==> src/rtl/igd_pkg.sv <==
// Shared types, constants and helper functions of the orientation filter.
package igd_pkg;

  localparam int VW     = 48;
  localparam int MW     = 44;
  localparam int PW     = 2 * MW;
  localparam int ACC_W  = 66;
  localparam int RATE_W = 54;
  localparam int QW     = 32;
  localparam int CNT_W  = 6;
  localparam int STEP_W = 6;

  localparam logic [STEP_W-1:0] STEP_GRAD_LAST  = 6'd15;
  localparam logic [STEP_W-1:0] STEP_RATE_FIRST = 6'd16;
  localparam logic [STEP_W-1:0] STEP_LAST       = 6'd35;

  localparam logic signed [QW-1:0] ONE_Q30  = 32'sh4000_0000;
  localparam logic signed [VW-1:0] RATE_MAX = 48'sh3FF_FFFF_FFFF;

  localparam logic CFG_BETA = 1'b0;
  localparam logic CFG_DT   = 1'b1;

  typedef enum logic [4:0] {
    SRC_W, SRC_X, SRC_Y, SRC_Z,
    SRC_GX, SRC_GY, SRC_GZ,
    SRC_F1, SRC_F2, SRC_F3,
    SRC_BETA, SRC_DT,
    SRC_G0, SRC_G1, SRC_G2, SRC_G3,
    SRC_R0, SRC_R1, SRC_R2, SRC_R3
  } src_e;

  typedef enum logic [2:0] {
    FIN_NONE, FIN_F1, FIN_F2, FIN_F3, FIN_G, FIN_R, FIN_C, FIN_Q
  } fin_e;

  typedef struct packed {
    src_e       a;
    src_e       b;
    logic       neg;
    logic       rnd;
    logic       dbl;
    fin_e       fin;
    logic [1:0] idx;
  } step_t;

  typedef struct packed {
    logic done;
    logic ok;
  } norm_sts_t;

  typedef enum logic [3:0] {
    N_IDLE, N_PRE, N_SQ_START, N_SQ_WAIT, N_SCALE,
    N_SQRT, N_ROUND, N_DIV_LOAD, N_DIV, N_DONE
  } norm_state_e;

  typedef enum logic [3:0] {
    T_IDLE, T_NA, T_NA_WAIT, T_MUL, T_MUL_WAIT, T_FIN,
    T_NG, T_NG_WAIT, T_NQ, T_NQ_WAIT, T_OUT
  } top_state_e;

  function automatic step_t mk(input src_e a, input src_e b, input logic neg,
                               input logic rnd, input logic dbl, input fin_e fin,
                               input logic [1:0] idx);
    step_t s;
    s.a   = a;
    s.b   = b;
    s.neg = neg;
    s.rnd = rnd;
    s.dbl = dbl;
    s.fin = fin;
    s.idx = idx;
    return s;
  endfunction

  function automatic step_t prog(input logic [STEP_W-1:0] s);
    step_t p;
    unique case (s)
      6'd0:  p = mk(SRC_X, SRC_Z, 1'b0, 1'b0, 1'b0, FIN_NONE, 2'd0);
      6'd1:  p = mk(SRC_W, SRC_Y, 1'b1, 1'b0, 1'b0, FIN_F1, 2'd0);
      6'd2:  p = mk(SRC_W, SRC_X, 1'b0, 1'b0, 1'b0, FIN_NONE, 2'd0);
      6'd3:  p = mk(SRC_Y, SRC_Z, 1'b0, 1'b0, 1'b0, FIN_F2, 2'd0);
      6'd4:  p = mk(SRC_X, SRC_X, 1'b0, 1'b0, 1'b0, FIN_NONE, 2'd0);
      6'd5:  p = mk(SRC_Y, SRC_Y, 1'b0, 1'b0, 1'b0, FIN_F3, 2'd0);
      6'd6:  p = mk(SRC_X, SRC_F2, 1'b0, 1'b1, 1'b0, FIN_NONE, 2'd0);
      6'd7:  p = mk(SRC_Y, SRC_F1, 1'b1, 1'b1, 1'b0, FIN_G, 2'd0);
      6'd8:  p = mk(SRC_Z, SRC_F1, 1'b0, 1'b1, 1'b0, FIN_NONE, 2'd0);
      6'd9:  p = mk(SRC_W, SRC_F2, 1'b0, 1'b1, 1'b0, FIN_NONE, 2'd0);
      6'd10: p = mk(SRC_X, SRC_F3, 1'b1, 1'b1, 1'b1, FIN_G, 2'd1);
      6'd11: p = mk(SRC_Z, SRC_F2, 1'b0, 1'b1, 1'b0, FIN_NONE, 2'd0);
      6'd12: p = mk(SRC_Y, SRC_F3, 1'b1, 1'b1, 1'b1, FIN_NONE, 2'd0);
      6'd13: p = mk(SRC_W, SRC_F1, 1'b1, 1'b1, 1'b0, FIN_G, 2'd2);
      6'd14: p = mk(SRC_X, SRC_F1, 1'b0, 1'b1, 1'b0, FIN_NONE, 2'd0);
      6'd15: p = mk(SRC_Y, SRC_F2, 1'b0, 1'b1, 1'b0, FIN_G, 2'd3);
      6'd16: p = mk(SRC_X, SRC_GX, 1'b1, 1'b0, 1'b0, FIN_NONE, 2'd0);
      6'd17: p = mk(SRC_Y, SRC_GY, 1'b1, 1'b0, 1'b0, FIN_NONE, 2'd0);
      6'd18: p = mk(SRC_Z, SRC_GZ, 1'b1, 1'b0, 1'b0, FIN_R, 2'd0);
      6'd19: p = mk(SRC_W, SRC_GX, 1'b0, 1'b0, 1'b0, FIN_NONE, 2'd0);
      6'd20: p = mk(SRC_Y, SRC_GZ, 1'b0, 1'b0, 1'b0, FIN_NONE, 2'd0);
      6'd21: p = mk(SRC_Z, SRC_GY, 1'b1, 1'b0, 1'b0, FIN_R, 2'd1);
      6'd22: p = mk(SRC_W, SRC_GY, 1'b0, 1'b0, 1'b0, FIN_NONE, 2'd0);
      6'd23: p = mk(SRC_X, SRC_GZ, 1'b1, 1'b0, 1'b0, FIN_NONE, 2'd0);
      6'd24: p = mk(SRC_Z, SRC_GX, 1'b0, 1'b0, 1'b0, FIN_R, 2'd2);
      6'd25: p = mk(SRC_W, SRC_GZ, 1'b0, 1'b0, 1'b0, FIN_NONE, 2'd0);
      6'd26: p = mk(SRC_X, SRC_GY, 1'b0, 1'b0, 1'b0, FIN_NONE, 2'd0);
      6'd27: p = mk(SRC_Y, SRC_GX, 1'b1, 1'b0, 1'b0, FIN_R, 2'd3);
      6'd28: p = mk(SRC_BETA, SRC_G0, 1'b0, 1'b0, 1'b0, FIN_C, 2'd0);
      6'd29: p = mk(SRC_BETA, SRC_G1, 1'b0, 1'b0, 1'b0, FIN_C, 2'd1);
      6'd30: p = mk(SRC_BETA, SRC_G2, 1'b0, 1'b0, 1'b0, FIN_C, 2'd2);
      6'd31: p = mk(SRC_BETA, SRC_G3, 1'b0, 1'b0, 1'b0, FIN_C, 2'd3);
      6'd32: p = mk(SRC_R0, SRC_DT, 1'b0, 1'b0, 1'b0, FIN_Q, 2'd0);
      6'd33: p = mk(SRC_R1, SRC_DT, 1'b0, 1'b0, 1'b0, FIN_Q, 2'd1);
      6'd34: p = mk(SRC_R2, SRC_DT, 1'b0, 1'b0, 1'b0, FIN_Q, 2'd2);
      6'd35: p = mk(SRC_R3, SRC_DT, 1'b0, 1'b0, 1'b0, FIN_Q, 2'd3);
      default: p = mk(SRC_W, SRC_W, 1'b0, 1'b0, 1'b0, FIN_NONE, 2'd0);
    endcase
    return p;
  endfunction

  // round half away from zero
  function automatic logic signed [ACC_W-1:0] rshr(input logic signed [ACC_W-1:0] v,
                                                   input int unsigned sh);
    logic [ACC_W-1:0] m;
    m = v[ACC_W-1] ? ACC_W'(-v) : ACC_W'(v);
    m = (m + (ACC_W'(1) << (sh - 1))) >> sh;
    return v[ACC_W-1] ? $signed(-m) : $signed(m);
  endfunction

endpackage

==> src/rtl/igd_mul.sv <==
// Bit-serial shift-and-add multiplier of two unsigned magnitudes.
module igd_mul
  import igd_pkg::*;
(
  input  logic          clk_i,
  input  logic          rst_ni,
  input  logic          start_i,
  input  logic [MW-1:0] a_i,
  input  logic [MW-1:0] b_i,
  output logic          done_o,
  output logic [PW-1:0] prod_o
);

  logic [MW-1:0]    a_q;
  logic [PW-1:0]    prod_q;
  logic [CNT_W-1:0] cnt_q;
  logic             done_q;
  logic [MW:0]      sum;

  assign sum    = {1'b0, prod_q[PW-1:MW]} + (prod_q[0] ? {1'b0, a_q} : '0);
  assign done_o = done_q;
  assign prod_o = prod_q;

  always_ff @(posedge clk_i or negedge rst_ni) begin
    if (!rst_ni) begin
      cnt_q  <= '0;
      done_q <= 1'b0;
    end else begin
      done_q <= 1'b0;
      if (start_i) begin
        cnt_q <= CNT_W'(MW);
      end else if (cnt_q != '0) begin
        cnt_q  <= cnt_q - 1'b1;
        done_q <= (cnt_q == CNT_W'(1));
      end
    end
  end

  always_ff @(posedge clk_i) begin
    if (start_i) begin
      a_q    <= a_i;
      prod_q <= {MW'(0), b_i};
    end else if (cnt_q != '0) begin
      prod_q <= {sum, prod_q[MW-1:1]};
    end
  end

endmodule

==> config.mk <==
export PLATFORM = sky130hd
export DESIGN_NAME = igd_mul
export DESIGN_NICKNAME = d
export VERILOG_FILES = /design/src/rtl/igd_pkg.sv /design/src/rtl/igd_mul.sv
export SDC_FILE = /design/constraint.sdc
export NUM_CORES = 1
export LEC_CHECK = 0
export BUFFER_PORTS_ARGS = -buffer_cell sky130_fd_sc_hd__buf_2
export CORE_ASPECT_RATIO = 2
export CORE_MARGIN = 4
export CORE_UTILIZATION = 35
export DETAILED_ROUTE_END_ITERATION = 10
export HOLD_SLACK_MARGIN = 0.05
export PLACE_DENSITY = 0.6
export SYNTH_ARGS = -nofsm -noshare
export SYNTH_HDL_FRONTEND = slang
export SYNTH_SLANG_ARGS = --single-unit
==> constraint.sdc <==
create_clock -name clk_i -period 6.3 [get_ports clk_i]
set_input_delay 0.945 -clock clk_i [delete_from_list [all_inputs] [get_ports clk_i]]
set_output_delay 0.945 -clock clk_i [all_outputs]
set_load 0.03 [all_outputs]
# Word-level counts from Yosys, hierarchy flattened
# Cells that the tools add are included.
dict set report word_totals {
  input_bits 91
  register_bits 139
  word_cells 17
  output_inout_bits 89
}
dict set report classes {
  muxes 7
  eq_ne 1
  n_addsub 2
  reduce_logical 2
}
# op count
set op_table {}
lappend op_table {{$mux 44} 3}
lappend op_table {{$add 44x44->45} 1}
lappend op_table {{$mux 6} 2}
lappend op_table {{$eq 6x1->1 const B} 1}
lappend op_table {{$reduce_bool 6->1} 1}
lappend op_table {{$sub 6x1->6 const B} 1}
lappend op_table {{$mux 1} 2}
lappend op_table {{$reduce_bool 2->1} 1}

# Logic depth before layout (Yosys ltp)
dict set report depth {
  word_depth 4
  ltp_mapped 13
  ltp_nobuf 12
}

# Least setup slack after synthesis
# No wires, ideal clock.
dict set report synth_path {
  path_type {reg2reg}
  startpoint {register prod_q[0], in the netlist prod_o[0]}
  endpoint {register prod_q[69], in the netlist prod_o[69]}
  required_ns 6.214
  n_path_buf 0
  setup_time_ns 0.086
  path_stages_with_launch 13
  period_less_slack_ns 3.332
  arrival_time_ns 3.246
  path_slack_ns 2.968
  cell_sequence {edfxtp_1 -> and2_1 -> ha_1 -> fa_1 -> a211oi_2 -> o21ai_2 -> a41o_1 -> a21o_1 -> a211o_1 -> and2_1 -> a311oi_2 -> xor2_1 -> a211oi_1}
}
dict set report synth_via {
  elab_chain_len 2
}
# element line_no
set synth_lines {}
lappend synth_lines {{start: declaration} igd_mul.sv:15} ;# logic [PW-1:0] prod_q;
lappend synth_lines {{start signal: assignment} igd_mul.sv:42} ;# prod_q <= {MW'(0), b_i};
lappend synth_lines {{start signal: assignment} igd_mul.sv:44} ;# prod_q <= {sum, prod_q[MW-1:1]};
lappend synth_lines {{$mux 44} igd_mul.sv:20} ;# assign sum = {1'b0, prod_q[PW-1:MW]} + (prod_q[0] ? {1'b0, a_q} : '0);
lappend synth_lines {{$add 44x44->45} igd_mul.sv:20}
# Every way passes these cells.
# A chain may end at the register's enable or synchronous reset.

# Worst setup path after layout
dict set report layout_path {
  startpoint {register prod_q[0], in the netlist prod_o[0]}
  endpoint {register prod_q[85], in the netlist prod_o[85]}
}
# The elaborated chain is that of the path after synthesis.

==> summary.md <==
| Metric | Value |
|---|---|
| Total Wirelength | around 22 mm |
| DRC violations left | 0 |
| Syn Inst Count | around 740 |
| CTS sink cnt | ~140 |
| Largest net degree at the start of global routing | 52 |
| Die Wd | ~110 um |
| Hpwl dp | between 15 and 20 mm |
| WP data required | ~6.6 ns |
| Layout Area Growth over Synthesis | 22.1% |
| Synth Flop Type | edfxtp_1 |
| Final Max Slew Viols | 0 |
| Register bit count reported by yosys | 139 |
| Max-slew headroom | between 40 and 50% |
| Worst setup EP type | flip-flop |
| CP arrival | around 4.0 ns |
| Cts bufs inserted | 17 |
| Run status | completed |
| Delay-heaviest family, CP | compound AO/OA/AOI/OAI gates |
| H-tree depth | 4 |
| VDD IR-drop max | between 0.0002 and 0.00025 V |
| Root buf cell | clkbuf_16 |
| DRC violation total after the first TritonRoute iteration | between 200 and 250 |
| Core area | roughly 0.022 mm^2 |
| Clock slew at reported path FFs | about 0.070 ns |
| Share of post-route cells with drive strength above 1 | a little under a third |
| Area occupied by multi-input gates | between 0.003 and 0.004 mm^2 |
| I/O pins | 180 |
| Crit start category | flip-flop |
| Final Hold Fails | 0 |
| Async set or reset register ratio after synthesis | 5.04% |
| CP Max Fanout | 45 |
| CP Launch Point | prod_o[0]$_DFFE_PP_ |
| Period minus WS final | roughly 3.6 ns |
| RSZ-0062 raised after global routing | no |
| Post-synthesis cell area | between 0.007 and 0.008 mm^2 |
| DR pass1 iterations | 5 |
| Commonest non-fill, non-tap cell in the layout | buf_2 |
| LEAKAGE | approximately 4.2 nW |
| CTS tree | yes |
| Syn Area/Cell | roughly 10 um^2 |
| R2R Setup Slk | around 2.7 ns |
| Vias | roughly 6,300 |
| Clock latency on the worst-skew pair | about 0.44 ns |
| Antenna violations before repair | 1 |
| Worst-path cell chain | buf_4 > and2_1 > ha_1 > fa_1 > a211oi_2 > o21ai_2 > a41o_1 > a21o_1 > a211o_1 > a41o_1 > a41oi_2 > xor2_1 > o21ai_1 |
| Register Area | ~0.0037 mm^2 |
| Seq/Total Area, Yosys | between 40% and 50% |
| Post-route cell area | between 0.009 and 0.01 mm^2 |
| Mapped Nets | a little under 900 |
| Clock skew | roughly 0.014 ns |
| ANT nets after route | 0 |
| Worst-case reg-to-reg path depth | 13 |
| Layout fillers | about 2,100 |
| Crit path buf inv count | 1 |
| YS warnings | 0 |
| CTS resizes | 0 |
| Starting Density | between 30 and 40% |
| Most frequent cells in the layout | buf_2 (178), nand2_1 (100), edfxtp_1 (88) |
| Clk buf depth | 2 |
| Final Net Count | 1,055 |
| Critical Path End | prod_o[85]$_SDFFE_PP0P_ |
| Yosys cell types | 68 |
| Vias per std cell | 5.19 |
| Hold WC Path Type | primary input to asynchronous set/reset pin |
| Global-route wire length before repair | approximately 33 mm |
| Max-capacitance violation count | 0 |
| Post-CTS Hold Fix Bufs | 0 |
| Routed wire per std cell | about 18 um |
| Placed cell area | a little under 0.009 mm^2 |
| Remaining Overflow, GRT | 0 |
| Vias in the first global route | 6,552 |
| Endpoints failing setup | 0 |
| Worst-margin pin slew | roughly 0.84 ns |
| RR Startpoint | prod_o[0]$_DFFE_PP_ |
| Slowest stage delay, CP | between 0.4 and 0.5 ns |
| Fmax | between 0.2 and 0.3 GHz |
| Crit Path Category | flip-flop to flip-flop |
| Post-synth EDFFs | 88 |
| Pwr Total | approximately 0.0033 W |
| Slowest CP cell | fa_1 |
| Final weighted congestion in routability-driven placement | ~0.89 |
| Most numerous cell on the critical path | a41o_1 |
| Overall Global Routing Usage | 17.2% |
| Crit Reg-Reg Endpoint | prod_o[85]$_SDFFE_PP0P_ |
| Post-CTS setup buffer count | 0 |
| Final Cycle Share | a little under 60% |
| Setup TNS | 0 ns |
| Die area | 0.0249 mm^2 |
| Power Density | 350 mW/mm^2 |
| PortBufs | around 180 |
| Height of the die | approximately 220 um |
| Rows | 77 |
| Crit path depth | 13 |
## cell type report
type	count	area share (%)
antenna	2	0.0526
clock buffer	20	4.59
clock inverter	12	1.71
inverter	16	0.631
multi-input combinational	558	40.6
sequential	139	38.9
tap	276	3.63
timing repair buffer	185	9.91
## worst min-delay path by stage
stage / to / slack (ns) / cells past startpoint / from
6_report: cnt_q[0]$_DFFE_PN0P_ / 0.33 / 1 / rst_ni
3_5_place_dp: prod_o[81]$_SDFFE_PP0P_ / 0.46 / 2 / prod_o[81]$_SDFFE_PP0P_
5_1_grt: cnt_q[4]$_DFFE_PN0P_ / 0.33 / 1 / rst_ni
3_3_place_gp: prod_o[80]$_SDFFE_PP0P_ / 0.46 / 2 / prod_o[80]$_SDFFE_PP0P_
2_1_floorplan: cnt_q[5]$_DFFE_PN0P_ / 0.48 / 1 / cnt_q[5]$_DFFE_PN0P_
4_1_cts: cnt_q[0]$_DFFE_PN0P_ / 0.31 / 1 / rst_ni
## worst reg2reg max path, delay by kind of cell (launching register included)
family                   cells  cell delay, ns
adder cells (fa/ha/maj)      2            0.63
XOR/XNOR                     1            0.17
buffers and inverters        1            0.26
flip-flops                   1            0.36
AO/OA/AOI/OAI                8            1.88
AND/OR/NAND/NOR              1            0.21
## power breakdown
| group | total (W) | switching (W) | internal, W |
|---|---|---|---|
| sequential | 0.00120 | 0.0000907 | 0.00111 |
| combinational | 0.00110 | 0.000702 | 0.000398 |
| clock | 0.00103 | 0.000404 | 0.000627 |
| total | 0.00333 | 0.00120 | 0.00213 |
## Yosys cell counts (3+ instances only)
| cell type | count | share of area [%] |
|---|---|---|
| a41oi_2 | 3 | 0.63 |
| a31oi_1 | 8 | 0.64 |
| o21a_1 | 8 | 0.77 |
| clkbuf_8 | 3 | 0.53 |
| and2_1 | 49 | 3.9 |
| clkbuf_1 | 23 | 1.1 |
| and3_1 | 3 | 0.24 |
| o31ai_1 | 3 | 0.29 |
| a41o_1 | 3 | 0.39 |
| and2_2 | 3 | 0.29 |
| edfxtp_1 | 88 | 34 |
| o21ai_2 | 3 | 0.34 |
| dfxtp_1 | 44 | 11 |
| nor2b_1 | 5 | 0.40 |
| xor2_1 | 21 | 2.4 |
| nor4_1 | 5 | 0.40 |
| nor3_1 | 5 | 0.32 |
| inv_1 | 16 | 0.77 |
| nand3_1 | 11 | 0.71 |
| nand2_1 | 100 | 4.8 |
| xnor2_1 | 20 | 2.2 |
| ha_1 | 46 | 7.4 |
| a21oi_1 | 70 | 4.5 |
| dfrtp_1 | 7 | 2.2 |
| nand4_1 | 6 | 0.48 |
| a211oi_1 | 10 | 0.96 |
| nor2_1 | 30 | 1.4 |
| o21ai_0 | 36 | 2.3 |
| a221o_1 | 3 | 0.39 |
| o21bai_1 | 3 | 0.29 |
| a211o_1 | 3 | 0.34 |
| o21ai_1 | 3 | 0.19 |
| mux2_2 | 44 | 6.4 |
| a21o_1 | 14 | 1.3 |
## per-stage QoR
stage	setup WS [ns]	hold slack, ns	utilization (%)	cells
floorplan	2.97	0.484	-	744
global placement	2.72	0.458	40.4	1174
detailed placement	2.66	0.462	40.4	1174
CTS	2.64	0.307	43.1	1206
global route	2.44	0.331	43.1	1206
finish	2.66	0.331	43.1	1208
## state kept, by name, summed over array words and instances (netlist names)
name	cells
done_o	1
prod_o	88
cnt_q	6
a_q	44
## per-layer routing
layer | part of all wire (%) | up-vias | wire length (um) | GRT usage (%)
met5 | 0 | - | 0 | 0
met4 | 3.5 | 0 | 765 | 9.11
met3 | 4.2 | 51 | 898 | 4.00
met2 | 57 | 148 | 12400 | 33.4
met1 | 35 | 2989 | 7560 | 16.1
li1 | - | 3080 | - | -
## cells by family after synthesis
family                     after synthesis  share of synthesized area, %
DFF                                    139                          47.4
buffers and inverters                   47                          2.95
adders and majority gates               47                          7.64
AOI/OAI and AO/OA                      193                          16.2
and+or+nand+nor                        233                          14.8
xor gates and xnor gates                41                          4.61
muxes                                   44                          6.36
Power figures use the tool's default switching activity.
