<file path="config.mk">
export PLATFORM = sky130hd
export DESIGN_NAME = igd_norm
export DESIGN_NICKNAME = d
export VERILOG_FILES = /design/src/rtl/igd_pkg.sv /design/src/rtl/igd_mul.sv /design/src/rtl/igd_norm.sv
export SDC_FILE = /design/constraint.sdc
export NUM_CORES = 2
export LEC_CHECK = 0
export BUFFER_PORTS_ARGS = -buffer_cell sky130_fd_sc_hd__buf_2
export CAP_MARGIN = 20
export CORE_MARGIN = 2
export CORE_UTILIZATION = 60
export CTS_CLUSTER_SIZE = 8
export DETAILED_ROUTE_END_ITERATION = 10
export PLACE_DENSITY = 0.85
export SLEW_MARGIN = 20
export SYNTH_ARGS = -nofsm -noshare
export SYNTH_HDL_FRONTEND = slang
export SYNTH_SLANG_ARGS = --single-unit
</file>
<file path="constraint.sdc">
create_clock -name clk_i -period 32.3 [get_ports clk_i]
set_input_delay 6.46 -clock clk_i [delete_from_list [all_inputs] [get_ports clk_i]]
set_output_delay 6.46 -clock clk_i [all_outputs]
set_load 0.01 [all_outputs]
</file>
<file path="src/rtl/igd_pkg.sv">
// Shared types, constants and helper functions of the orientation filter.
package igd_pkg;

  localparam int VW     = 48;
  localparam int MW     = 44;
  localparam int PW     = 2 * MW;
  localparam int ACC_W  = 66;
  localparam int RATE_W = 54;
  localparam int QW     = 32;
  localparam int CNT_W  = 6;
  localparam int STEP_W = 6;

  localparam logic [STEP_W-1:0] STEP_GRAD_LAST  = 6'd15;
  localparam logic [STEP_W-1:0] STEP_RATE_FIRST = 6'd16;
  localparam logic [STEP_W-1:0] STEP_LAST       = 6'd35;

  localparam logic signed [QW-1:0] ONE_Q30  = 32'sh4000_0000;
  localparam logic signed [VW-1:0] RATE_MAX = 48'sh3FF_FFFF_FFFF;

  localparam logic CFG_BETA = 1'b0;
  localparam logic CFG_DT   = 1'b1;

  typedef enum logic [4:0] {
    SRC_W, SRC_X, SRC_Y, SRC_Z,
    SRC_GX, SRC_GY, SRC_GZ,
    SRC_F1, SRC_F2, SRC_F3,
    SRC_BETA, SRC_DT,
    SRC_G0, SRC_G1, SRC_G2, SRC_G3,
    SRC_R0, SRC_R1, SRC_R2, SRC_R3
  } src_e;

  typedef enum logic [2:0] {
    FIN_NONE, FIN_F1, FIN_F2, FIN_F3, FIN_G, FIN_R, FIN_C, FIN_Q
  } fin_e;

  typedef struct packed {
    src_e       a;
    src_e       b;
    logic       neg;
    logic       rnd;
    logic       dbl;
    fin_e       fin;
    logic [1:0] idx;
  } step_t;

  typedef struct packed {
    logic done;
    logic ok;
  } norm_sts_t;

  typedef enum logic [3:0] {
    N_IDLE, N_PRE, N_SQ_START, N_SQ_WAIT, N_SCALE,
    N_SQRT, N_ROUND, N_DIV_LOAD, N_DIV, N_DONE
  } norm_state_e;

  typedef enum logic [3:0] {
    T_IDLE, T_NA, T_NA_WAIT, T_MUL, T_MUL_WAIT, T_FIN,
    T_NG, T_NG_WAIT, T_NQ, T_NQ_WAIT, T_OUT
  } top_state_e;

  function automatic step_t mk(input src_e a, input src_e b, input logic neg,
                               input logic rnd, input logic dbl, input fin_e fin,
                               input logic [1:0] idx);
    step_t s;
    s.a   = a;
    s.b   = b;
    s.neg = neg;
    s.rnd = rnd;
    s.dbl = dbl;
    s.fin = fin;
    s.idx = idx;
    return s;
  endfunction

  function automatic step_t prog(input logic [STEP_W-1:0] s);
    step_t p;
    unique case (s)
      6'd0:  p = mk(SRC_X, SRC_Z, 1'b0, 1'b0, 1'b0, FIN_NONE, 2'd0);
      6'd1:  p = mk(SRC_W, SRC_Y, 1'b1, 1'b0, 1'b0, FIN_F1, 2'd0);
      6'd2:  p = mk(SRC_W, SRC_X, 1'b0, 1'b0, 1'b0, FIN_NONE, 2'd0);
      6'd3:  p = mk(SRC_Y, SRC_Z, 1'b0, 1'b0, 1'b0, FIN_F2, 2'd0);
      6'd4:  p = mk(SRC_X, SRC_X, 1'b0, 1'b0, 1'b0, FIN_NONE, 2'd0);
      6'd5:  p = mk(SRC_Y, SRC_Y, 1'b0, 1'b0, 1'b0, FIN_F3, 2'd0);
      6'd6:  p = mk(SRC_X, SRC_F2, 1'b0, 1'b1, 1'b0, FIN_NONE, 2'd0);
      6'd7:  p = mk(SRC_Y, SRC_F1, 1'b1, 1'b1, 1'b0, FIN_G, 2'd0);
      6'd8:  p = mk(SRC_Z, SRC_F1, 1'b0, 1'b1, 1'b0, FIN_NONE, 2'd0);
      6'd9:  p = mk(SRC_W, SRC_F2, 1'b0, 1'b1, 1'b0, FIN_NONE, 2'd0);
      6'd10: p = mk(SRC_X, SRC_F3, 1'b1, 1'b1, 1'b1, FIN_G, 2'd1);
      6'd11: p = mk(SRC_Z, SRC_F2, 1'b0, 1'b1, 1'b0, FIN_NONE, 2'd0);
      6'd12: p = mk(SRC_Y, SRC_F3, 1'b1, 1'b1, 1'b1, FIN_NONE, 2'd0);
      6'd13: p = mk(SRC_W, SRC_F1, 1'b1, 1'b1, 1'b0, FIN_G, 2'd2);
      6'd14: p = mk(SRC_X, SRC_F1, 1'b0, 1'b1, 1'b0, FIN_NONE, 2'd0);
      6'd15: p = mk(SRC_Y, SRC_F2, 1'b0, 1'b1, 1'b0, FIN_G, 2'd3);
      6'd16: p = mk(SRC_X, SRC_GX, 1'b1, 1'b0, 1'b0, FIN_NONE, 2'd0);
      6'd17: p = mk(SRC_Y, SRC_GY, 1'b1, 1'b0, 1'b0, FIN_NONE, 2'd0);
      6'd18: p = mk(SRC_Z, SRC_GZ, 1'b1, 1'b0, 1'b0, FIN_R, 2'd0);
      6'd19: p = mk(SRC_W, SRC_GX, 1'b0, 1'b0, 1'b0, FIN_NONE, 2'd0);
      6'd20: p = mk(SRC_Y, SRC_GZ, 1'b0, 1'b0, 1'b0, FIN_NONE, 2'd0);
      6'd21: p = mk(SRC_Z, SRC_GY, 1'b1, 1'b0, 1'b0, FIN_R, 2'd1);
      6'd22: p = mk(SRC_W, SRC_GY, 1'b0, 1'b0, 1'b0, FIN_NONE, 2'd0);
      6'd23: p = mk(SRC_X, SRC_GZ, 1'b1, 1'b0, 1'b0, FIN_NONE, 2'd0);
      6'd24: p = mk(SRC_Z, SRC_GX, 1'b0, 1'b0, 1'b0, FIN_R, 2'd2);
      6'd25: p = mk(SRC_W, SRC_GZ, 1'b0, 1'b0, 1'b0, FIN_NONE, 2'd0);
      6'd26: p = mk(SRC_X, SRC_GY, 1'b0, 1'b0, 1'b0, FIN_NONE, 2'd0);
      6'd27: p = mk(SRC_Y, SRC_GX, 1'b1, 1'b0, 1'b0, FIN_R, 2'd3);
      6'd28: p = mk(SRC_BETA, SRC_G0, 1'b0, 1'b0, 1'b0, FIN_C, 2'd0);
      6'd29: p = mk(SRC_BETA, SRC_G1, 1'b0, 1'b0, 1'b0, FIN_C, 2'd1);
      6'd30: p = mk(SRC_BETA, SRC_G2, 1'b0, 1'b0, 1'b0, FIN_C, 2'd2);
      6'd31: p = mk(SRC_BETA, SRC_G3, 1'b0, 1'b0, 1'b0, FIN_C, 2'd3);
      6'd32: p = mk(SRC_R0, SRC_DT, 1'b0, 1'b0, 1'b0, FIN_Q, 2'd0);
      6'd33: p = mk(SRC_R1, SRC_DT, 1'b0, 1'b0, 1'b0, FIN_Q, 2'd1);
      6'd34: p = mk(SRC_R2, SRC_DT, 1'b0, 1'b0, 1'b0, FIN_Q, 2'd2);
      6'd35: p = mk(SRC_R3, SRC_DT, 1'b0, 1'b0, 1'b0, FIN_Q, 2'd3);
      default: p = mk(SRC_W, SRC_W, 1'b0, 1'b0, 1'b0, FIN_NONE, 2'd0);
    endcase
    return p;
  endfunction

  // round half away from zero
  function automatic logic signed [ACC_W-1:0] rshr(input logic signed [ACC_W-1:0] v,
                                                   input int unsigned sh);
    logic [ACC_W-1:0] m;
    m = v[ACC_W-1] ? ACC_W'(-v) : ACC_W'(v);
    m = (m + (ACC_W'(1) << (sh - 1))) >> sh;
    return v[ACC_W-1] ? $signed(-m) : $signed(m);
  endfunction

endpackage

</file>
<file path="src/rtl/igd_mul.sv">
// Bit-serial shift-and-add multiplier of two unsigned magnitudes.
module igd_mul
  import igd_pkg::*;
(
  input  logic          clk_i,
  input  logic          rst_ni,
  input  logic          start_i,
  input  logic [MW-1:0] a_i,
  input  logic [MW-1:0] b_i,
  output logic          done_o,
  output logic [PW-1:0] prod_o
);

  logic [MW-1:0]    a_q;
  logic [PW-1:0]    prod_q;
  logic [CNT_W-1:0] cnt_q;
  logic             done_q;
  logic [MW:0]      sum;

  assign sum    = {1'b0, prod_q[PW-1:MW]} + (prod_q[0] ? {1'b0, a_q} : '0);
  assign done_o = done_q;
  assign prod_o = prod_q;

  always_ff @(posedge clk_i or negedge rst_ni) begin
    if (!rst_ni) begin
      cnt_q  <= '0;
      done_q <= 1'b0;
    end else begin
      done_q <= 1'b0;
      if (start_i) begin
        cnt_q <= CNT_W'(MW);
      end else if (cnt_q != '0) begin
        cnt_q  <= cnt_q - 1'b1;
        done_q <= (cnt_q == CNT_W'(1));
      end
    end
  end

  always_ff @(posedge clk_i) begin
    if (start_i) begin
      a_q    <= a_i;
      prod_q <= {MW'(0), b_i};
    end else if (cnt_q != '0) begin
      prod_q <= {sum, prod_q[MW-1:1]};
    end
  end

endmodule

</file>
<file path="src/rtl/igd_norm.sv">
// Vector normalizer: serial squares, bit-serial square root and long division.
module igd_norm
  import igd_pkg::*;
(
  input  logic                 clk_i,
  input  logic                 rst_ni,
  input  logic                 start_i,
  input  logic signed [VW-1:0] vec_i [4],
  output norm_sts_t            sts_o,
  output logic signed [QW-1:0] res_o [4]
);

  localparam int DIV_W = 34;
  localparam int SQ_W  = 62;
  localparam int DVD_W = 92;

  norm_state_e state_q, state_d;

  logic [VW-1:0]      mag_q [4];
  logic [3:0]         neg_q;
  logic [1:0]         idx_q;
  logic [63:0]        sum_q;
  logic [4:0]         k_q;
  logic               kneg_q;
  logic [SQ_W-1:0]    rem_q, root_q, bit_q;
  logic [DIV_W-2:0]   den_q;
  logic [DIV_W-1:0]   drem_q, dvd_q, quo_q;
  logic [CNT_W-1:0]   cnt_q;
  logic               ok_q;
  logic signed [QW-1:0] res_q [4];

  logic               mul_start, mul_done;
  logic [PW-1:0]      mul_prod;
  logic [MW-1:0]      sq_op;
  logic               wide;
  logic [SQ_W-1:0]    trial;
  logic               sq_ge;
  logic [31:0]        root_rnd;
  logic [4:0]         kp;
  logic [DVD_W-1:0]   dvd_full;
  logic [DIV_W-1:0]   r2, quo_next;
  logic               div_ge;
  logic [QW-1:0]      qclamp;

  assign sq_op = MW'(mag_q[idx_q][30:0]);

  igd_mul u_mul (
    .clk_i   (clk_i),
    .rst_ni  (rst_ni),
    .start_i (mul_start),
    .a_i     (sq_op),
    .b_i     (sq_op),
    .done_o  (mul_done),
    .prod_o  (mul_prod)
  );

  always_comb begin
    wide = 1'b0;
    for (int i = 0; i < 4; i++) begin
      if (mag_q[i][VW-1:31] != '0) wide = 1'b1;
    end
  end

  assign trial    = root_q + bit_q;
  assign sq_ge    = (rem_q >= trial);
  assign root_rnd = root_q[31:0] + ((rem_q > root_q) ? 32'd1 : 32'd0);
  assign kp       = kneg_q ? 5'd0 : k_q;
  assign dvd_full = (DVD_W'(mag_q[idx_q][30:0]) << (7'd30 + 7'(kp)))
                    + DVD_W'(den_q >> 1);
  assign r2       = {drem_q[DIV_W-2:0], dvd_q[DIV_W-1]};
  assign div_ge   = (r2 >= {1'b0, den_q});
  assign quo_next = {quo_q[DIV_W-2:0], div_ge};
  assign qclamp   = (quo_next > DIV_W'(ONE_Q30)) ? ONE_Q30 : quo_next[QW-1:0];

  assign sts_o.done = (state_q == N_DONE);
  assign sts_o.ok   = ok_q;
  assign res_o      = res_q;

  always_ff @(posedge clk_i or negedge rst_ni) begin
    if (!rst_ni) state_q <= N_IDLE;
    else         state_q <= state_d;
  end

  always_comb begin
    state_d   = state_q;
    mul_start = 1'b0;
    unique case (state_q)
      N_IDLE:     if (start_i) state_d = N_PRE;
      N_PRE:      if (!wide) state_d = N_SQ_START;
      N_SQ_START: begin
        mul_start = 1'b1;
        state_d   = N_SQ_WAIT;
      end
      N_SQ_WAIT:  if (mul_done) state_d = (idx_q == 2'd3) ? N_SCALE : N_SQ_START;
      N_SCALE: begin
        if (sum_q == '0) state_d = N_DONE;
        else if (sum_q[63:62] == '0 && sum_q[61:60] != '0) state_d = N_SQRT;
      end
      N_SQRT:     if (bit_q[0]) state_d = N_ROUND;
      N_ROUND:    state_d = N_DIV_LOAD;
      N_DIV_LOAD: state_d = N_DIV;
      N_DIV:      if (cnt_q == CNT_W'(1)) state_d = (idx_q == 2'd3) ? N_DONE : N_DIV_LOAD;
      N_DONE:     state_d = N_IDLE;
      default:    state_d = N_IDLE;
    endcase
  end

  always_ff @(posedge clk_i or negedge rst_ni) begin
    if (!rst_ni) begin
      ok_q <= 1'b0;
    end else if (state_q == N_IDLE && start_i) begin
      ok_q <= 1'b0;
    end else if (state_q == N_SQRT) begin
      ok_q <= 1'b1;
    end
  end

  always_ff @(posedge clk_i) begin
    unique case (state_q)
      N_IDLE: begin
        if (start_i) begin
          for (int i = 0; i < 4; i++) begin
            mag_q[i] <= vec_i[i][VW-1] ? VW'(-vec_i[i]) : VW'(vec_i[i]);
            neg_q[i] <= vec_i[i][VW-1];
          end
          idx_q  <= '0;
          sum_q  <= '0;
          k_q    <= '0;
          kneg_q <= 1'b0;
        end
      end
      N_PRE: begin
        if (wide) begin
          for (int i = 0; i < 4; i++) mag_q[i] <= mag_q[i] >> 1;
        end
      end
      N_SQ_START: ;
      N_SQ_WAIT: begin
        if (mul_done) begin
          sum_q <= sum_q + mul_prod[63:0];
          idx_q <= idx_q + 2'd1;
        end
      end
      N_SCALE: begin
        if (sum_q[63:62] != '0) begin
          sum_q  <= sum_q >> 2;
          kneg_q <= 1'b1;
        end else if (sum_q[63:60] == '0) begin
          sum_q <= sum_q << 2;
          k_q   <= k_q + 5'd1;
        end else begin
          rem_q  <= sum_q[SQ_W-1:0];
          root_q <= '0;
          bit_q  <= SQ_W'(1) << 60;
        end
      end
      N_SQRT: begin
        if (sq_ge) begin
          rem_q  <= rem_q - trial;
          root_q <= (root_q >> 1) + bit_q;
        end else begin
          root_q <= root_q >> 1;
        end
        bit_q <= bit_q >> 2;
      end
      N_ROUND: begin
        den_q <= kneg_q ? {root_rnd, 1'b0} : {1'b0, root_rnd};
        idx_q <= '0;
      end
      N_DIV_LOAD: begin
        drem_q <= dvd_full[67:34];
        dvd_q  <= dvd_full[33:0];
        quo_q  <= '0;
        cnt_q  <= CNT_W'(DIV_W);
      end
      N_DIV: begin
        drem_q <= div_ge ? (r2 - {1'b0, den_q}) : r2;
        quo_q  <= quo_next;
        dvd_q  <= dvd_q << 1;
        cnt_q  <= cnt_q - 1'b1;
        if (cnt_q == CNT_W'(1)) begin
          res_q[idx_q] <= neg_q[idx_q] ? $signed(-qclamp) : $signed(qclamp);
          idx_q        <= idx_q + 2'd1;
        end
      end
      N_DONE: ;
      default: ;
    endcase
  end

endmodule

</file>
## Word level (Yosys, flattened, before mapping)

Memories as Yosys holds them, arrays and structs flattened. A register that Yosys moved wholly into a read port is not among the register bits.
Index checks and enable logic that the tools add are counted.

- Bits in writable memories: 192
- Input bits: 195
- Memories kept: 1
- Output and inout port bits: 130
- Register bits: 660
- Word-level logic and storage cells: 193

- Add/sub/neg operators: 18
- Multiplexer cells: 81
- Bitwise operators: 5
- Magnitude comparators: 7
- Reduce and logical (&&, ||, !) cells: 30
- Shifts and indexed selects: 1
- Equal/unequal tests: 24

Memories:

| memory | depth | bits a word | rd ports | clocked after Yosys merged registers in | write ports | RTL line | text |
|---|---|---|---|---|---|---|---|
| mag_q | 4 | 48 | 5 | 1 | 4 | igd_norm.sv:19 | `logic [VW-1:0] mag_q [4];` |

Operators by type and width:

| operator | number |
|---|---|
| 62-bit 2-to-1 mux | 8 |
| 48-bit 2-to-1 mux | 8 |
| 62-bit one-hot mux with 2 select lines | 3 |
| 64-bit 2-to-1 mux | 4 |
| 48-bit negator | 4 |
| 64-bit one-hot mux with 3 select lines | 1 |
| 33-bit one-hot mux with 2 select lines | 2 |
| 128-bit bitwise mux | 1 |
| 32-bit 2-to-1 mux | 4 |
| 31-bit 2-to-1 mux | 3 |
| 34-bit one-hot mux with 2 select lines | 1 |
| 17-bit nonzero test | 4 |
| 67-bit by 32-bit adder with 67-bit output | 1 |
| 31-bit by 6-bit << shifter with 67-bit output | 1 |
| 64-bit adder | 1 |
| 32-bit demux with 2-bit select | 1 |
| 64-bit zero test | 1 |
| 61-bit by 62-bit adder with 62-bit output | 1 |
| 62-bit adder | 1 |
| 62-bit >= comparator | 1 |
| 62-bit > comparator | 1 |
| 62-bit subtractor | 1 |
| 44-bit by 31-bit adder with 45-bit output | 1 |
| 4-bit one-hot mux with 9 select lines | 1 |
| other kinds (46) | 111 |

## Logic depth before layout (Yosys ltp)

An unclocked memory read counts as a cell.

- Depth after elaboration: 10
- Gate-level depth with buffers: 30
- Depth with buffers taken out: 25

## Modules after synthesis

A second synthesis with hierarchy kept.

- Cells, all modules: 6783
- Area, all modules: 63164.3 µm²

Modules (own cells, without submodules):

| module | seq. area each (µm²) | times used | cells an instance | area each (µm²) |
|---|---|---|---|---|
| igd_norm | 20855.0 | 1 | 5992 | 55136.6 |
| igd_mul | 3698.5 | 1 | 791 | 8027.7 |

## Worst setup path after synthesis

OpenSTA, ideal clock, no wires.

- Path type: flip-flop to flip-flop
- From: reg state_q[0]
- To: reg rem_q[0] (enable)
- Cell stages (with the launch flop): 8
- Slack: 19.091 ns
- Required time: 31.724 ns
- Buffers on the path: 1
- Arrival time: 12.633 ns
- Setup time: 0.576 ns
- Clock period less this slack: 13.209 ns
- Cell sequence: dfrtp_1 > clkbuf_1 > nor2_1 > nand2_1 > inv_1 > nand2_1 > o21ai_0 > a21boi_0

- Word-level cells in the longest chain between the ends: 3
- Elaborated cells between the ends (all ways): 7
- Those cells by class: 5 x eq/ne; 2 x reduce/logical

Ends and longest elaborated chain:

| item | RTL line | text |
|---|---|---|
| from (decl) | igd_norm.sv:17 | `norm_state_e state_q, state_d;` |
| from (signal assigned) | igd_norm.sv:81 | `else state_q <= state_d;` |
| 4-bit by 3-bit equality test with 1-bit output | igd_norm.sv:119 | `unique case (state_q)` |
| 2-bit != test (no line) or 2-bit nonzero test (tied branches) | -- |  |
| 4-bit AND reduction (no line) (*) | -- |  |
| to (signal assigned) | igd_norm.sv:152 | `rem_q <= sum_q[SQ_W-1:0];` |
| to (signal assigned) | igd_norm.sv:159 | `rem_q <= rem_q - trial;` |
| to (decl) | igd_norm.sv:25 | `logic [SQ_W-1:0] rem_q, root_q, bit_q;` |

Mark *: on every way between the ends. The rest lies on a longest branch, timed or not.
A chain may end at the register's enable or synchronous reset.

==> metrics.cfg <==
[outcome]
status = finished, final reports clean

[drt]
drt-initial-drc-count = 7886
vias = 55220
ant_nets = 0
viasPerCell = 6.666
wl_um = 187200
first_pass_iters = 8
drt-met1-wl_um = 74760
wl_met2_um = 82540
wl_met3_um = 19550
maxUsedRoutingLayer = met5
wire_per_inst_um = 22.59
drc = 0

[grt]
grt-ovfl-total = 0
grt_pass1_wl_um = 289500
track_usage_pct = 34.19
grt_pass1_vias = 51390
antenna_found_initial = 3
grt_max_degree = 138

[flow_run]
cap_violations = 0

[cts]
cts_buffers = 114
cts_hold_buf = 0
cts_tree = done
cts_resized = 0
cts_sinks = 823
clockRootBuffer = clkbuf_16
clk_pin_slew_ps = 50
cts_max_level = 3
clock_latency_ps = 750
cts_setup_buffers = 0
cts_buffer_depth = 3

[sta]
fmax_mhz = 102.8
maxSlewViolCount = 0
clock_skew_ps = 55.67
fin_hold_ws_ps = 455.4
period_share_pct = 30.11
rsz0062_at_grt = false
fin_crit_ps = 9727
setup_violations = 0
final.setup.tns_ps = 0
worst_slew_pin_slew_ps = 1098
hold_viol = 0
relSlewSlack_pct = 26.15

[power]
total_power_w = 0.006233
ir_worst_vdd_v = 0.00009026
p_leak_nw = 26.17
power.density_mw_per_mm2 = 92.23

[floorplan]
core_sq_mm = 0.1019
fp-row-count = 117
start_util_pct = 60.53
die_w_um = 324.6
num_io_pins = 325
dieArea_sq_mm = 0.1054
die_y_um = 324.6

[critical_path]
r2r_slack_ps = 23610
cp.required_ps = 32760
cpMaxStageDelayCell = or4_1
start_kind = input port
rr_startpoint = bit_q[0]
crit_end = mag_q[1][39]
r2r_end = rem_q[41]
cp_slowest_stage_delay_ps = 630
ff2ff_path_depth = 24
crit_chain = buf_2 > or4_1 > or4_1 > or4_1 > or3_1 > or3_1 > or3_1 > o31ai_1 > xor2_1 > o21ai_1
cp-end-kind = register
path_class = input port to register
worstSetupStartpoint = vec_i[104]
cp.arrival_ps = 10180
worstPathMaxFanout = 6

[logic_synthesis]
synth-edff-count = 749
synth_flop_cell = edfxtp_1
syn-cell-area_sq_mm = 0.06167
syn_inst = 6674
syn_avg_cell_area_sq_um = 9.240
ys.warnings.count = 0
async_flop_share_pct = 1.458
seq_area_frac_synth_pct = 38.97
synth-seq-cells = 823
synth_cell_types = 104

[placed_design]
portBuffers = 324
post-dp-hpwl_um = 137200
place.gp.congestion = 1.016
place_area_sq_mm = 0.06423

[worst_hold_path]
hold_path_class = register to register

[layout]
layout.nets = 7406
final.fill_count = 7998
drive_above_1_share_pct = 10.79
postLayoutCellArea_sq_mm = 0.06758
syn_to_final_growth_pct = 9.580

## cell usage in the layout (no fill, tap or decap), types with 62 or more instances in the layout
cell type / Yosys / final
nand2_1: 778 / 775
edfxtp_1: 749 / 749
o21ai_0: 574 / 571
a21oi_1: 464 / 463
nor2_1: 439 / 434
ha_1: 364 / 363
buf_2: 14 / 324
xor2_1: 309 / 309
xnor2_1: 225 / 225
inv_1: 191 / 189
a21o_1: 182 / 182
mux2i_1: 174 / 173
nor3_1: 139 / 137
nand3_1: 135 / 133
clkbuf_16: 0 / 114
a31oi_1: 110 / 110
and2_1: 104 / 104
nand4_1: 96 / 96
o22ai_1: 96 / 96
a211oi_1: 83 / 82
mux2_2: 77 / 77
o31ai_1: 76 / 76
or3_1: 70 / 69
nor4_1: 67 / 66
and3_1: 62 / 62
clkbuf_1: 283 / 62
## critical path: cells and delay by family
family | cells | cell delay [ps]
xor+xnor | 1 | 220
simple gates | 6 | 3020
compound gates | 2 | 380
buf+inv | 1 | 110
## stage by stage
stage                     instances  setup slack, ps  utilization [%]
after floorplan                6681            19090                -
after global placement         8093            21990            63.00
after detailed placement       8094            21950            63.04
after CTS                      8282            22660            66.31
after global routing           8282            22320            66.32
final                          8284            22570            66.33
## state kept, by name, indices dropped and copies added (netlist names), 34 cells and up, named ones only
signal        count
res_o           128
dvd_q            34
rem_q            62
root_q           62
sum_q            64
mag_q           192
u_mul.prod_o     88
## routing by layer
layer / vias up / global-route usage (%)
met5: - / 0
met1: 26140 / 46.49
met2: 3237 / 52.79
li1: 25300 / -
met3: 548 / 5.777
met4: 4 / 17.44
## area by class of cell
class | instances | area (sq um) | area share [%]
clock buffer | 178 | 3113 | 4.607
clock inverter | 10 | 222.7 | 0.3296
sequential | 823 | 24040 | 35.57
antenna | 2 | 5.005 | 0.007406
multi-input combinational | 5326 | 35660 | 52.76
timing repair buffer | 384 | 2105 | 3.114
tap | 1368 | 1712 | 2.533
inverter | 193 | 728.2 | 1.078
## worst min path at each step
stage,slack (ps),cells past startpoint,end,startpoint
finish,460,2,u_mul.prod_o[87],u_mul.prod_o[87]
global route,480,2,u_mul.prod_o[67],u_mul.prod_o[67]
CTS,460,2,u_mul.prod_o[87],u_mul.prod_o[87]
detailed placement,450,2,u_mul.prod_o[71],u_mul.prod_o[71]
global placement,440,2,u_mul.prod_o[87],u_mul.prod_o[87]
floorplan,430,2,u_mul.prod_o[87],u_mul.prod_o[87]
## synth_stat cells (38+ instances only)
library cell  instances  area, sq um
xor2_1              309         2706
nor2b_1              54        337.8
nor4_1               67        419.2
o31ai_1              76        570.6
and2_1              104        650.6
nand2b_1             60        375.4
o211ai_1             41        307.8
or3_1                70        437.9
and3_1               62        387.9
o21bai_1             38        285.3
nand4_1              96        600.6
nor3_1              139        695.7
a211oi_1             83        623.1
xnor2_1             225         1971
nor2_1              439         1648
nand2_1             778         2920
o21ai_0             574         2873
clkbuf_1            283         1062
o41ai_1              41        359.1
edfxtp_1            749        22490
o21a_1               41        307.8
ha_1                364         4554
or4_1                44        330.3
dfxtp_1              62         1241
o22ai_1              96        600.6
a21oi_1             464         2322
inv_1               191        716.9
nand3_1             135        675.7
mux2i_1             174         1742
a31oi_1             110        688.2
mux2_2               77        867.1
a21o_1              182         1366
## power by group
group | switching [W] | total [W] | internal, W
logic | 0.00206 | 0.00319 | 0.00113
registers | 0.000268 | 0.00191 | 0.00164
clock network | 0.000483 | 0.00114 | 0.000657
total | 0.00281 | 0.00623 | 0.00342
## logic make-up (layout without fill, tap and decap cells)
| kind of cell | after synthesis | after routing | synth area share, % |
|---|---|---|---|
| AO/OA/AOI/OAI | 1970 | 1970 | 19.86 |
| XOR/XNOR | 535 | 535 | 7.610 |
| adder cells (fa/ha/maj) | 369 | 369 | 7.547 |
| buffers and inverters | 532 | 765 | 3.538 |
| flip-flops | 823 | 823 | 38.97 |
| multiplexers | 289 | 289 | 5.604 |
| other | 2 | 11 | 0.01218 |
| AND/OR/NAND/NOR | 2154 | 2154 | 16.86 |
Power figures use the tool's default switching activity.
